### src/hdl/bpss_pkg.sv
// Shared types, codes and the phase table of the stimulation pulse sequencer.
// No dependencies; used by the sequencer top level and its port checker.
package bpss_pkg;

    localparam int AMP_W       = 17;
    localparam int GAIN_W      = 16;
    localparam int OFFS_W      = 21;
    localparam int DAC_W       = 32;
    localparam int PHASE_W     = 4;
    localparam int IDX_W       = 4;
    localparam int PADDR_W     = 4;
    localparam int PDATA_W     = 32;
    localparam int IN_TDATA_W  = 40;
    localparam int OUT_TDATA_W = 56;

    localparam logic [PHASE_W-1:0] PHASE_FIRST    = 4'd0;
    localparam logic [PHASE_W-1:0] PHASE_TERMINAL = 4'd11;

    // request kinds
    localparam logic REQ_RESET = 1'b0;
    localparam logic REQ_NEXT  = 1'b1;

    // timer modes
    localparam logic [1:0] TMR_NONE   = 2'd0;
    localparam logic [1:0] TMR_START  = 2'd1;
    localparam logic [1:0] TMR_RELOAD = 2'd2;

    // mux codes
    localparam logic [2:0] MUX_A_POS = 3'd0;
    localparam logic [2:0] MUX_A_INV = 3'd1;
    localparam logic [2:0] MUX_B_POS = 3'd2;
    localparam logic [2:0] MUX_B_INV = 3'd3;
    localparam logic [2:0] MUX_OPEN  = 3'd4;

    // charge and pin controls: unchanged, off/low, on/high
    localparam logic [1:0] CTL_KEEP = 2'd0;
    localparam logic [1:0] CTL_OFF  = 2'd1;
    localparam logic [1:0] CTL_ON   = 2'd2;

    localparam logic [IDX_W-1:0] IDX_START = 4'd0;

    // register indexes (paddr[3:2])
    localparam logic [1:0] REG_STIM_ENABLE = 2'd0;
    localparam logic [1:0] REG_SHUTDOWN    = 2'd1;
    localparam logic [1:0] REG_DAC_GAIN    = 2'd2;
    localparam logic [1:0] REG_DAC_OFFSET  = 2'd3;

    localparam logic [GAIN_W-1:0] GAIN_RESET = 16'd3000;

    typedef enum logic [1:0] {
        DAC_SRC_NONE = 2'd0,
        DAC_SRC_ZERO = 2'd1,
        DAC_SRC_A    = 2'd2,
        DAC_SRC_B    = 2'd3
    } dac_src_t;

    typedef struct packed {
        logic             mux_write;
        logic [2:0]       mux_code;
        dac_src_t         dac_src;
        logic [1:0]       vccs;
        logic [1:0]       hv;
        logic [1:0]       aux;
        logic [IDX_W-1:0] idx;
    } phase_row_t;

    // Result item, last field in the lowest bits of tdata.
    typedef struct packed {
        logic [1:0]         pad;
        logic [PHASE_W-1:0] phase;
        logic [1:0]         aux_pin;
        logic [1:0]         hv_charge;
        logic [1:0]         vccs_charge;
        logic [DAC_W-1:0]   dac_value;
        logic               dac_write;
        logic [2:0]         mux_code;
        logic               mux_write;
        logic [IDX_W-1:0]   interval_index;
        logic [1:0]         timer_mode;
        logic               acted;
    } out_item_t;

    function automatic phase_row_t phase_row(input logic [PHASE_W-1:0] ph);
        phase_row_t r;
        r = '{mux_write: 1'b1, mux_code: MUX_A_POS, dac_src: DAC_SRC_ZERO,
              vccs: CTL_KEEP, hv: CTL_KEEP, aux: CTL_KEEP, idx: '0};
        unique case (ph)
            4'd0:
            begin
                r.vccs = CTL_OFF;
                r.idx  = 4'd1;
            end
            4'd1:
            begin
                r.dac_src = DAC_SRC_A;
                r.idx     = 4'd2;
            end
            4'd2:
            begin
                r.mux_code = MUX_A_INV;
                r.idx      = 4'd3;
            end
            4'd3:
            begin
                r.mux_code = MUX_A_INV;
                r.dac_src  = DAC_SRC_A;
                r.idx      = 4'd4;
            end
            4'd4:
            begin
                r.mux_code = MUX_B_POS;
                r.idx      = 4'd5;
            end
            4'd5:
            begin
                r.mux_code = MUX_B_POS;
                r.dac_src  = DAC_SRC_B;
                r.idx      = 4'd6;
            end
            4'd6:
            begin
                r.mux_code = MUX_B_INV;
                r.idx      = 4'd7;
            end
            4'd7:
            begin
                r.mux_code = MUX_B_INV;
                r.dac_src  = DAC_SRC_B;
                r.idx      = 4'd8;
            end
            4'd8:
            begin
                r.mux_code = MUX_OPEN;
                r.idx      = 4'd9;
            end
            4'd9:
            begin
                r = '{mux_write: 1'b0, mux_code: MUX_A_POS, dac_src: DAC_SRC_NONE,
                      vccs: CTL_ON, hv: CTL_ON, aux: CTL_ON, idx: 4'd10};
            end
            4'd10:
            begin
                r = '{mux_write: 1'b0, mux_code: MUX_A_POS, dac_src: DAC_SRC_NONE,
                      vccs: CTL_OFF, hv: CTL_OFF, aux: CTL_OFF, idx: 4'd10};
            end
            default:
            begin
                r = '{mux_write: 1'b0, mux_code: MUX_A_POS, dac_src: DAC_SRC_NONE,
                      vccs: CTL_KEEP, hv: CTL_KEEP, aux: CTL_KEEP, idx: '0};
            end
        endcase
        return r;
    endfunction

endpackage

### src/hdl/biphasic_stim_pulse_sequencer.sv
// Biphasic two-channel stimulation pulse sequencer, top level.
// Depends on bpss_pkg for codes, the phase table and the result layout.
// A request is registered in the phase decode register and then in the DAC result
// register before its result is valid on m_axis.
// Throughput: one request per cycle while m_axis is not stalled; the phase decode
// register and the DAC multiply-offset stage run overlapped.
// Reset: phase returns to 0, registers take their reset values, both stages empty.
module biphasic_stim_pulse_sequencer
(
    input  logic                               clk,
    input  logic                               rst_n,
    input  logic                               psel,
    input  logic                               penable,
    input  logic                               pwrite,
    input  logic [bpss_pkg::PADDR_W-1:0]       paddr,
    input  logic [bpss_pkg::PDATA_W-1:0]       pwdata,
    output logic [bpss_pkg::PDATA_W-1:0]       prdata,
    output logic                               pready,
    input  logic                               s_axis_tvalid,
    output logic                               s_axis_tready,
    // amp_a [16:0], amp_b [33:17], zero fill [39:34]
    input  logic [bpss_pkg::IN_TDATA_W-1:0]    s_axis_tdata,
    // req_type [0]
    input  logic [0:0]                         s_axis_tuser,
    output logic                               m_axis_tvalid,
    input  logic                               m_axis_tready,
    // acted [0], timer_mode [2:1], interval_index [6:3], mux_write [7],
    // mux_code [10:8], dac_write [11], dac_value [43:12], vccs_charge [45:44],
    // hv_charge [47:46], aux_pin [49:48], phase [53:50], zero fill [55:54]
    output logic [bpss_pkg::OUT_TDATA_W-1:0]   m_axis_tdata
);

    localparam int AMP_W  = bpss_pkg::AMP_W;
    localparam int GAIN_W = bpss_pkg::GAIN_W;
    localparam int OFFS_W = bpss_pkg::OFFS_W;
    localparam int PROD_W = AMP_W + GAIN_W;
    localparam int SUM_W  = PROD_W + 1;
    localparam int DAC_W  = bpss_pkg::DAC_W;

    // configuration registers
    logic                 stim_enable_reg;
    logic                 shutdown_reg;
    logic [GAIN_W-1:0]    dac_gain_reg;
    logic [OFFS_W-1:0]    dac_offset_reg;
    logic                 cfg_write;

    // pipeline
    logic [bpss_pkg::PHASE_W-1:0] phase_reg;
    logic                         s1_valid_reg;
    bpss_pkg::out_item_t          s1_item_reg;
    bpss_pkg::out_item_t          s1_item_next;
    logic [AMP_W-1:0]             s1_amp_reg;
    logic [AMP_W-1:0]             s1_amp_next;
    logic                         m_valid_reg;
    bpss_pkg::out_item_t          m_item_reg;
    bpss_pkg::out_item_t          m_item_next;

    logic                 out_ready;
    logic                 in_accept;
    logic                 s1_advance;
    logic                 req_type;
    logic [AMP_W-1:0]     amp_a;
    logic [AMP_W-1:0]     amp_b;
    bpss_pkg::phase_row_t row;

    logic [PROD_W-1:0]    product;
    logic [OFFS_W-1:0]    offset_mag;
    logic [SUM_W-1:0]     adjusted;
    logic [DAC_W-1:0]     dac_sat;

    // ---------------- configuration port ----------------
    assign pready    = 1'b1;
    assign cfg_write = psel && penable && pwrite && pready;

    always_ff @(posedge clk or negedge rst_n)
    begin
        if (!rst_n)
        begin
            stim_enable_reg <= 1'b0;
            shutdown_reg    <= 1'b0;
            dac_gain_reg    <= bpss_pkg::GAIN_RESET;
            dac_offset_reg  <= '0;
        end
        else if (cfg_write)
        begin
            unique case (paddr[3:2])
                bpss_pkg::REG_STIM_ENABLE: stim_enable_reg <= pwdata[0];
                bpss_pkg::REG_SHUTDOWN:    shutdown_reg    <= pwdata[0];
                bpss_pkg::REG_DAC_GAIN:    dac_gain_reg    <= pwdata[GAIN_W-1:0];
                bpss_pkg::REG_DAC_OFFSET:  dac_offset_reg  <= pwdata[OFFS_W-1:0];
                default:
                begin
                end
            endcase
        end
    end

    always_comb
    begin
        unique case (paddr[3:2])
            bpss_pkg::REG_STIM_ENABLE: prdata = {31'd0, stim_enable_reg};
            bpss_pkg::REG_SHUTDOWN:    prdata = {31'd0, shutdown_reg};
            bpss_pkg::REG_DAC_GAIN:    prdata = {16'd0, dac_gain_reg};
            bpss_pkg::REG_DAC_OFFSET:
                prdata = {{(bpss_pkg::PDATA_W-OFFS_W){dac_offset_reg[OFFS_W-1]}},
                          dac_offset_reg};
            default:                   prdata = '0;
        endcase
    end

    // ---------------- handshakes ----------------
    assign out_ready     = !m_valid_reg || m_axis_tready;
    assign s_axis_tready = !s1_valid_reg || out_ready;
    assign in_accept     = s_axis_tvalid && s_axis_tready;
    assign s1_advance    = s1_valid_reg && out_ready;

    // ---------------- stage 1: phase step ----------------
    assign req_type = s_axis_tuser[0];
    assign amp_a    = s_axis_tdata[AMP_W-1:0];
    assign amp_b    = s_axis_tdata[2*AMP_W-1:AMP_W];
    assign row      = bpss_pkg::phase_row(phase_reg);

    always_comb
    begin
        s1_item_next       = '0;
        s1_item_next.phase = phase_reg;
        s1_amp_next        = '0;
        priority if (shutdown_reg)
        begin
            // frozen: report the phase, drive nothing
        end
        else if (req_type == bpss_pkg::REQ_RESET)
        begin
            s1_item_next.acted          = 1'b1;
            s1_item_next.timer_mode     = bpss_pkg::TMR_START;
            s1_item_next.interval_index = bpss_pkg::IDX_START;
            s1_item_next.phase          = bpss_pkg::PHASE_FIRST;
        end
        else if (phase_reg >= bpss_pkg::PHASE_TERMINAL)
        begin
            // terminal phase: hold until a reset request
        end
        else
        begin
            s1_item_next.acted          = 1'b1;
            s1_item_next.timer_mode     = bpss_pkg::TMR_RELOAD;
            s1_item_next.interval_index = row.idx;
            s1_item_next.mux_write      = row.mux_write;
            s1_item_next.mux_code       = row.mux_code;
            s1_item_next.dac_write      = (row.dac_src != bpss_pkg::DAC_SRC_NONE)
                                          && stim_enable_reg;
            s1_item_next.vccs_charge    = row.vccs;
            s1_item_next.hv_charge      = row.hv;
            s1_item_next.aux_pin        = row.aux;
            s1_item_next.phase          = phase_reg + 4'd1;
            if (row.dac_src == bpss_pkg::DAC_SRC_A)
            begin
                s1_amp_next = amp_a;
            end
            else if (row.dac_src == bpss_pkg::DAC_SRC_B)
            begin
                s1_amp_next = amp_b;
            end
        end
    end

    always_ff @(posedge clk or negedge rst_n)
    begin
        if (!rst_n)
        begin
            phase_reg    <= bpss_pkg::PHASE_FIRST;
            s1_valid_reg <= 1'b0;
        end
        else
        begin
            if (in_accept)
            begin
                phase_reg    <= s1_item_next.phase;
                s1_valid_reg <= 1'b1;
            end
            else if (s1_advance)
            begin
                s1_valid_reg <= 1'b0;
            end
        end
    end

    always_ff @(posedge clk)
    begin
        if (in_accept)
        begin
            s1_item_reg <= s1_item_next;
            s1_amp_reg  <= s1_amp_next;
        end
    end

    // ---------------- stage 2: DAC code ----------------
    assign product    = PROD_W'(s1_amp_reg) * PROD_W'(dac_gain_reg);
    assign offset_mag = OFFS_W'(0) - dac_offset_reg;

    always_comb
    begin
        priority if (dac_offset_reg[OFFS_W-1])
        begin
            // negative offset adds its magnitude
            adjusted = SUM_W'(product) + SUM_W'(offset_mag);
        end
        else if (SUM_W'(dac_offset_reg) < SUM_W'(product))
        begin
            adjusted = SUM_W'(product) - SUM_W'(dac_offset_reg);
        end
        else
        begin
            adjusted = SUM_W'(product);
        end
    end

    assign dac_sat = (adjusted[SUM_W-1:DAC_W] != '0) ? '1 : adjusted[DAC_W-1:0];

    always_comb
    begin
        m_item_next           = s1_item_reg;
        m_item_next.dac_value = s1_item_reg.dac_write ? dac_sat : '0;
    end

    always_ff @(posedge clk or negedge rst_n)
    begin
        if (!rst_n)
        begin
            m_valid_reg <= 1'b0;
        end
        else if (s1_advance)
        begin
            m_valid_reg <= 1'b1;
        end
        else if (m_axis_tready)
        begin
            m_valid_reg <= 1'b0;
        end
    end

    always_ff @(posedge clk)
    begin
        if (s1_advance)
        begin
            m_item_reg <= m_item_next;
        end
    end

    assign m_axis_tvalid = m_valid_reg;
    assign m_axis_tdata  = m_item_reg;

endmodule

### config.mk
export PLATFORM = sky130hd
export DESIGN_NAME = biphasic_stim_pulse_sequencer
export DESIGN_NICKNAME = d
export VERILOG_FILES = /design/src/hdl/bpss_pkg.sv /design/src/hdl/biphasic_stim_pulse_sequencer.sv
export SDC_FILE = /design/constraint.sdc
export NUM_CORES = 1
export LEC_CHECK = 0
export ABC_AREA = 1
export ABC_CLOCK_PERIOD_IN_PS = 9800
export BUFFER_PORTS_ARGS = -buffer_cell sky130_fd_sc_hd__buf_2
export CAP_MARGIN = 20
export CORE_ASPECT_RATIO = 0.5
export CORE_UTILIZATION = 25
export DETAILED_ROUTE_END_ITERATION = 10
export HOLD_SLACK_MARGIN = 0.05
export PLACE_DENSITY = 0.46
export SYNTH_ARGS = -nofsm -noshare
export SYNTH_HDL_FRONTEND = slang
export SYNTH_SLANG_ARGS = --single-unit
### constraint.sdc
create_clock -name clk -period 9.8 [get_ports clk]
set_input_delay 0.49 -clock clk [delete_from_list [all_inputs] [get_ports clk]]
set_output_delay 0.49 -clock clk [all_outputs]
set_load 0.005 [all_outputs]
==> flow_metrics.py, run 1 <==
metrics = {
    "run_status": {
        "status": "complete, no violations",
    },
    "cells_and_area": {
        "fin_area_um2": 22400,
        "largest_reg_flops": 52,
        "final_cell_mix": "nand2_1 (747), inv_1 (597), fa_1 (210), nor2_1 (172)",
        "ff_latch_area_um2": 3810,
        "final_common_cell": "nand2_1",
        "drive_gt1_share_pct": 11.1,
        "diodes": 0,
        "n_fill_cell": 8755,
        "multiInputGateArea_um2": 13300,
        "nets": 3301,
        "syn_to_final_growth_pct": 11.9,
    },
    "global_routing": {
        "grt_max_degree": 55,
        "grt_pass1_wl_mm": 103,
        "grt_pass1_vias": 18100,
        "antenna_found_initial": 0,
        "track_usage_pct": 16.3,
        "grt-ovfl-total": 0,
    },
    "timing": {
        "slew_viol_final": 0,
        "skew_ns": 0.0167,
        "tightest_slew_ns": 0.970,
        "fin_crit_ns": 8.90,
        "setup_viol": 0,
        "rsz0062_at_grt": "false",
        "hold_violations": 0,
        "tns_ns": 0,
        "period_share_pct": 90.8,
        "slew_headroom_pct": 35.3,
        "fmax_mhz": 112,
    },
    "critical_path": {
        "cp_common_cell": "nand2_1",
        "critPathMaxFanout": 26,
        "worst_ep_required_time_ns": 10.09,
        "cp_data_arrival_time_ns": 9.19,
        "endpoint": "m_axis_tdata[21]$_SDFFCE_PN0P_",
        "cp_slowest_cell": "edfxtp_1",
        "timing.rr.start": "s1_amp_reg[10]$_SDFFCE_PP0P_",
        "rr_worst_depth": 35,
        "cp-start-kind": "register",
        "setup.worst_path.end_class": "register",
        "ff2ff_setup_slack_ns": 0.90,
        "critPathMaxStageDelay_ns": 0.85,
        "r2r_end": "m_axis_tdata[21]$_SDFFCE_PN0P_",
        "crit_path_start": "s1_amp_reg[10]$_SDFFCE_PP0P_",
        "crit_type": "reg2reg",
    },
    "floorplanning": {
        "die_w_um": 402,
        "io_pins": 175,
        "initial_core_util_pct": 25.6,
        "die_y_um": 202,
        "core_um2": 78200,
        "rows": 72,
        "dieArea_um2": 81200,
    },
    "worst_hold_path": {
        "hold_path.class": "in2async",
    },
    "synthesis": {
        "ys_seq_area_share_pct": 19.0,
        "synthArstFlopShare_pct": 33.6,
        "yosysUniqueCellTypes": 52,
        "syn_area_um2": 20000,
        "synth_edf_count": 89,
        "synthCells": 2771,
        "ys_dominant_reg_cell": "edfxtp_1",
        "synth_area_per_cell_um2": 7.22,
        "ys_warn_count": 0,
        "synth_seq_cells": 134,
    },
    "clock_tree": {
        "clock_sinks": 134,
        "clk_pin_slew_ns": 0.07,
        "cts_tree": "yes",
        "cts_setup_buffers": 0,
        "htreeDepth": 4,
        "clk_latency_ns": 0.47,
        "ctsLongestPathBuffers": 2,
        "numCtsBuffers": 17,
        "cts_root_buf": "clkbuf_16",
        "ctsResizeCount": 0,
        "cts_hold_buf": 0,
    },
    "routing": {
        "drc_errors": 0,
        "first_iter_violations": 1157,
        "ant_nets": 0,
        "wirelength_mm": 64.7,
        "dr.pass1.iters": 7,
        "vias_per_cell": 4.51,
        "via_count": 17600,
        "routedWlPerCell_um": 16.6,
    },
    "place": {
        "portBuffers": 152,
        "placed_area_um2": 21800,
        "gp_congestion": 0.894,
        "place_hpwl_mm": 53.5,
    },
    "flow_run": {
        "max_cap_viol_count": 0,
    },
}
## routing by layer
metal / share of wire [%] / wire length, µm / vias up / track usage, %
li1: - / - / 8624 / -
met1: 49 / 31800 / 8559 / 23.1
met2: 45 / 29100 / 386 / 26.5
met3: 4.3 / 2750 / 51 / 1.95
met4: 1.6 / 1030 / 0 / 3.74
met5: 0 / 0 / - / 0
## cells by family (layout without fill, tap and decap cells)
group	after synthesis	after routing	share of synthesized area, %
and+or+nand+nor	1226	1226	26.4
buffers and inverters	733	829	14.4
adders and majority gates	362	362	30.5
AOI/OAI and AO/OA	241	241	6.46
DFF	134	134	19.0
xor gates and xnor gates	73	73	3.20
other	2	3	0.0375
## how the worst min path moves through the flow
stage | start | end | slack, ns | cells after the start
after global placement | m_item_next[5]$_SDFFCE_PP0P_ | m_axis_tdata[5]$_DFFE_PP_ | 0.40 | 0
final | rst_n | dac_offset_reg[20]$_DFFE_PN0P_ | 0.13 | 2
after detailed placement | m_item_next[45]$_SDFFCE_PP0P_ | m_axis_tdata[45]$_DFFE_PP_ | 0.41 | 0
after global routing | rst_n | dac_gain_reg[1]$_DFFE_PN0P_ | 0.19 | 2
after floorplan | rst_n | dac_gain_reg[0]$_DFFE_PN0P_ | 0.19 | 0
after CTS | rst_n | dac_gain_reg[13]$_DFFE_PN0P_ | 0.15 | 2
## synth_stat cells (6+ instances only)
| cell type | n | share of area (%) |
|---|---|---|
| nand2_1 | 747 | 14 |
| inv_1 | 598 | 11 |
| fa_1 | 210 | 21 |
| nor2_1 | 175 | 3.3 |
| ha_1 | 152 | 9.5 |
| nand3_1 | 128 | 3.2 |
| a21oi_1 | 110 | 2.8 |
| clkbuf_1 | 91 | 1.7 |
| o21ai_0 | 90 | 2.3 |
| edfxtp_1 | 89 | 13 |
| nand4_1 | 68 | 2.1 |
| xor2_1 | 55 | 2.4 |
| dfrtp_1 | 38 | 4.8 |
| nor2_2 | 30 | 0.94 |
| nand2_2 | 26 | 0.81 |
| buf_4 | 18 | 0.68 |
| xnor2_1 | 18 | 0.79 |
| o22ai_1 | 15 | 0.47 |
| nor3_1 | 11 | 0.28 |
| inv_2 | 8 | 0.15 |
| buf_1 | 7 | 0.13 |
| buf_6 | 7 | 0.39 |
| dfstp_2 | 7 | 0.92 |
| nand3_2 | 7 | 0.35 |
| nor4_1 | 7 | 0.22 |
| o211ai_1 | 7 | 0.26 |
| nand3b_1 | 6 | 0.23 |
## worst max-delay path: cells and delay by family (launching register included)
kind          cells  cell delay, ns
xor+xnor          1            0.54
buf+inv           5            0.63
simple gates     21            2.87
flops             1            0.85
fa+ha+maj         8            3.85
## metrics by stage
step | hold WS [ns] | setup WS [ns] | cells | utilization (%)
2_1_floorplan | 0.194 | 2.19 | 2772 | -
3_3_place_gp | 0.403 | 1.01 | 3871 | 27.8
3_5_place_dp | 0.407 | 1.01 | 3871 | 27.8
4_1_cts | 0.148 | 0.898 | 3903 | 28.6
5_1_grt | 0.195 | 0.388 | 3904 | 28.6
6_report | 0.135 | 0.903 | 3904 | 28.6
## layout make-up
class | instances | area share [%]
tap | 1036 | 5.79
clock buffer | 19 | 2.07
inverter | 609 | 10.2
timing repair buffer | 188 | 4.64
multi-input combinational | 1905 | 59.7
sequential | 134 | 17.0
clock inverter | 13 | 0.604
Power of run 1 is not shown: default switching activity piles up to over one toggle a cycle in this logic, so the estimate is an artifact.
==> inputs of run 2 (changes only) <==
- PLACE_DENSITY: 0.46 -> 0.43
==> run 2 against run 1 <==
Sequential share of layout area about the same. Sequential cell count unchanged. Utilization increased by 0.053 points. Fmax is 0.53% lower. Clock-buffer cell count is 1 lower. Routed wire length is 1.4% higher. Final area is 0.18% higher. First-iteration DRC count rose by 5.1%.
==> flow_metrics.py, run 2 (same netlist as run 1, synthesis figures left out) <==
metrics = {
    "worst_hold_path": {
        "hold_path.class": "in2async",
    },
    "critical_path": {
        "worst_ep_required_time_ns": 9.98,
        "critPathMaxFanout": 30,
        "cp_data_arrival_time_ns": 9.13,
        "cp_common_cell": "nand2_1",
        "critPathMaxStageDelay_ns": 0.85,
        "ff2ff_setup_slack_ns": 0.86,
        "crit_type": "reg2reg",
        "cp_slowest_cell": "edfxtp_1",
        "setup.worst_path.end_class": "register",
        "cp-start-kind": "register",
    },
    "timing": {
        "fmax_mhz": 112,
        "tightest_slew_ns": 1.01,
        "skew_ns": 0.0191,
        "rsz0062_at_grt": "false",
        "hold_violations": 0,
        "slew_headroom_pct": 32.4,
        "fin_crit_ns": 8.94,
        "tns_ns": 0,
        "slew_viol_final": 0,
        "setup_viol": 0,
        "period_share_pct": 91.3,
    },
    "global_routing": {
        "grt-ovfl-total": 0,
        "grt_pass1_wl_mm": 105,
        "antenna_found_initial": 0,
        "grt_pass1_vias": 18200,
        "track_usage_pct": 16.8,
        "grt_max_degree": 66,
    },
    "clock_tree": {
        "ctsLongestPathBuffers": 2,
        "htreeDepth": 4,
        "cts_setup_buffers": 0,
        "clk_latency_ns": 0.48,
        "clock_sinks": 134,
        "cts_root_buf": "clkbuf_16",
        "cts_tree": "yes",
        "ctsResizeCount": 0,
        "numCtsBuffers": 17,
        "cts_hold_buf": 0,
        "clk_pin_slew_ns": 0.07,
    },
    "cells_and_area": {
        "syn_to_final_growth_pct": 12.1,
        "drive_gt1_share_pct": 11.2,
        "final_cell_mix": "nand2_1 (747), inv_1 (597), fa_1 (210), nor2_1 (172)",
        "largest_reg_flops": 52,
        "final_common_cell": "nand2_1",
        "diodes": 0,
        "nets": 3306,
    },
    "routing": {
        "dr.pass1.iters": 7,
        "routedWlPerCell_um": 16.8,
        "ant_nets": 0,
        "wl_met2_mm": 29.2,
        "first_iter_violations": 1216,
        "drc_errors": 0,
        "wl_met3_mm": 2.12,
        "wirelength_mm": 65.6,
        "highest_layer": "met4",
        "met1_length_mm": 33.4,
        "vias_per_cell": 4.47,
        "via_count": 17500,
    },
    "floorplanning": {
        "initial_core_util_pct": 25.6,
        "dieArea_um2": 81200,
        "core_um2": 78200,
        "rows": 72,
        "die_y_um": 202,
        "die_w_um": 402,
        "io_pins": 175,
    },
    "flow_run": {
        "max_cap_viol_count": 0,
    },
    "place": {
        "gp_congestion": 0.915,
        "portBuffers": 152,
        "place_hpwl_mm": 54.9,
    },
    "run_status": {
        "status": "complete, no violations",
    },
}
==> run 2: cell count changes in the layout (fill, tap and decap cells not counted) <==
cell | before | now
clkbuf_8 | 1 | 0
buf_12 | 0 | 2
clkinv_2 | 1 | 4
clkinv_4 | 4 | 3
clkbuf_16 | 18 | 17
bufinv_16 | 1 | 2
clkbuf_1 | 0 | 1
inv_8 | 2 | 0
buf_4 | 35 | 38
==> run 2: metrics by stage <==
stage | instances | utilization (%) | hold WS (ns) | worst slack (ns) | cell area (µm²)
after floorplan | 2772 | - | 0.194 | 2.19 | 20000
after global placement | 3876 | 27.9 | 0.403 | 0.887 | 21800
after detailed placement | 3877 | 27.9 | 0.405 | 0.841 | 21800
after CTS | 3909 | 28.7 | 0.118 | 0.780 | 22400
after global routing | 3909 | 28.7 | 0.160 | 0.161 | 22400
final | 3909 | 28.7 | 0.131 | 0.856 | 22400
==> run 2: cell type report <==
type,instances,area [µm²]
clock buffers,18,429
clock inverters,14,149
fillers,8681,55800
inverters,609,2290
multi-input cells,1905,13300
flip-flops and latches,134,3810
well taps,1036,1300
repair buffers,193,1100
==> run 2: critical path: cells and delay by family, from the launching register on <==
family                     cells  cell delay [ns]
adders and majority gates      8             3.80
DFF                            1             0.85
AOI/OAI and AO/OA              2             0.35
and+or+nand+nor               16             2.66
xor gates and xnor gates       1             0.59
buffers and inverters          5             0.39
==> run 2: per-layer routing <==
layer / vias to the layer above / track usage (%)
met5: - / 0
met4: 0 / 3.72
met3: 47 / 1.99
met2: 308 / 26.5
met1: 8458 / 24.4
li1: 8652 / -
==> run 2: path summary, 6_finish.rpt <==
| check | startpoint | to | cells after the start |
|---|---|---|---|
| max | s1_amp_reg[8]$_SDFFCE_PP0P_ | m_axis_tdata[23]$_SDFFCE_PN0P_ | 32 |
| min | rst_n | phase_reg[2]$_DFFE_PN0P_ | 2 |
| max reg2reg | s1_amp_reg[8]$_SDFFCE_PP0P_ | m_axis_tdata[23]$_SDFFCE_PN0P_ | 32 |
| min reg2reg | m_item_next[49]$_SDFFCE_PP0P_ | m_axis_tdata[49]$_DFFE_PP_ | 0 |
| max in group asynchronous | rst_n | dac_offset_reg[11]$_DFFE_PN0P_ | 2 |
| min in group clk | pwdata[18] | dac_offset_reg[18]$_DFFE_PN0P_ | 3 |
Power of run 2 is left out for the same reason.
==> inputs of run 3 (changes only) <==
- ABC_CLOCK_PERIOD_IN_PS: 9800 -> 9850
- CORE_MARGIN: not set -> 8
- clock period: 9.8 -> 9.85 ns (I/O delays scaled with it)
==> run 3 against run 2 <==
Final area about the same. Clock-buffer cell count down 1. Die area up 11%. Routed wire length up 1.4%. Cell count up 0.28%. Sequential cell count unchanged. Fmax down 0.93%. Worst hold slack better by 0.014 ns. Utilization down 0.40 points. Setup slack worse by 0.034 ns.
==> flow_metrics.py, run 3 (same netlist as run 1, synthesis figures left out) <==
metrics = {
    "timing": {
        "slew_viol_final": 0,
        "fin_crit_ns": 9.03,
        "rsz0062_at_grt": "false",
        "fmax_mhz": 111,
        "period_share_pct": 91.7,
        "slew_headroom_pct": 32.8,
        "skew_ns": 0.00999,
        "tightest_slew_ns": 1.00,
        "tns_ns": 0,
        "setup_viol": 0,
        "hold_violations": 0,
    },
    "floorplanning": {
        "die_w_um": 416,
        "die_y_um": 216,
        "core_um2": 79300,
        "dieArea_um2": 89900,
        "io_pins": 175,
        "initial_core_util_pct": 25.2,
        "rows": 73,
    },
    "critical_path": {
        "cp_slowest_cell": "edfxtp_1",
        "crit_path_start": "s1_amp_reg[7]$_SDFFCE_PP0P_",
        "r2r_end": "m_axis_tdata[24]$_SDFFCE_PN0P_",
        "critPathMaxStageDelay_ns": 0.85,
        "cp_data_arrival_time_ns": 9.35,
        "setup.worst_path.end_class": "register",
        "rr_worst_depth": 36,
        "critPathMaxFanout": 30,
        "cp-start-kind": "register",
        "crit_type": "reg2reg",
        "cp_common_cell": "nand2_1",
        "ff2ff_setup_slack_ns": 0.82,
        "timing.rr.start": "s1_amp_reg[7]$_SDFFCE_PP0P_",
        "worst_ep_required_time_ns": 10.17,
    },
    "cells_and_area": {
        "fin_area_um2": 22400,
        "final_cell_mix": "nand2_1 (747), inv_1 (597), fa_1 (210), nor2_1 (172)",
        "largest_reg_flops": 52,
        "final_common_cell": "nand2_1",
        "finish.utilization_pct": 28.3,
        "diodes": 0,
        "nets": 3303,
        "syn_to_final_growth_pct": 12.1,
        "drive_gt1_share_pct": 11.1,
    },
    "global_routing": {
        "grt_max_degree": 63,
        "track_usage_pct": 14.9,
        "antenna_found_initial": 0,
        "grt_pass1_wl_mm": 105,
        "grt-ovfl-total": 0,
        "grt_pass1_vias": 17900,
    },
    "routing": {
        "wirelength_mm": 66.5,
        "dr.pass1.iters": 5,
        "via_count": 17400,
        "met1_length_mm": 33.2,
        "drc_errors": 0,
        "wl_met3_mm": 2.25,
        "vias_per_cell": 4.45,
        "first_iter_violations": 1186,
        "routedWlPerCell_um": 17.0,
        "ant_nets": 0,
        "wl_met2_mm": 29.8,
        "highest_layer": "met4",
    },
    "clock_tree": {
        "clk_latency_ns": 0.46,
        "cts_hold_buf": 0,
        "clock_sinks": 134,
        "cts_setup_buffers": 0,
        "cts_tree": "yes",
        "numCtsBuffers": 17,
        "ctsLongestPathBuffers": 2,
        "clk_pin_slew_ns": 0.07,
        "cts_root_buf": "clkbuf_16",
        "ctsResizeCount": 0,
        "htreeDepth": 4,
    },
    "worst_hold_path": {
        "hold_path.class": "in2async",
    },
    "place": {
        "gp_congestion": 0.904,
        "portBuffers": 152,
        "place_hpwl_mm": 55.4,
        "placed_area_um2": 21800,
    },
    "run_status": {
        "status": "complete, no violations",
    },
    "flow_run": {
        "max_cap_viol_count": 0,
    },
}
-- run 3: cell count changes in the layout (fill, tap and decap cells not counted) --
cell        previous run  this run
clkinv_2               4         0
inv_8                  0         4
buf_12                 2         0
buf_4                 38        36
buf_16                 0         1
bufinv_16              2         1
clkbuf_1               1         0
clkinvlp_4             1         2
inv_6                  4         5
-- run 3: critical path: cells and delay by family (launching register included) --
family,cells,cell delay (ns)
AOI/OAI and AO/OA,2,0.35
xor gates and xnor gates,1,0.49
adders and majority gates,8,3.74
buffers and inverters,7,0.66
DFF,1,0.85
and+or+nand+nor,18,2.77
-- run 3: worst max-delay path by stage --
stage	endpoint	depth (start not counted)
after detailed placement	m_axis_tdata[20]$_SDFFCE_PN0P_	36
after floorplan	m_axis_tdata[37]$_SDFFCE_PN0P_	37
final	m_axis_tdata[24]$_SDFFCE_PN0P_	36
after CTS	m_axis_tdata[24]$_SDFFCE_PN0P_	36
after global routing	m_axis_tdata[28]$_SDFFCE_PN0P_	36
after global placement	m_axis_tdata[43]$_SDFFCE_PN0P_	36
-- run 3: routing by layer --
layer / up-vias / track usage, %
li1: 8639 / -
met1: 8450 / 21.7
met2: 304 / 23.8
met3: 41 / 1.55
met4: 0 / 3.25
met5: - / 0
-- run 3: layout make-up --
type                    instances  area, µm²
well taps                    1050       1310
repair buffers                190       1070
flip-flops and latches        134       3810
clock buffers                  17        425
clock inverters                15        160
multi-input cells            1905      13300
inverters                     609       2290
fillers                      8782      56900
-- run 3: through the flow --
| step | hold slack, ns | setup slack, ns | instances |
|---|---|---|---|
| after floorplan | 0.197 | 2.24 | 2772 |
| after global placement | 0.401 | 0.957 | 3886 |
| after detailed placement | 0.405 | 0.856 | 3887 |
| after CTS | 0.141 | 0.796 | 3919 |
| after global routing | 0.173 | 0.300 | 3920 |
| final | 0.145 | 0.822 | 3920 |
Power of run 3 is left out for the same reason.
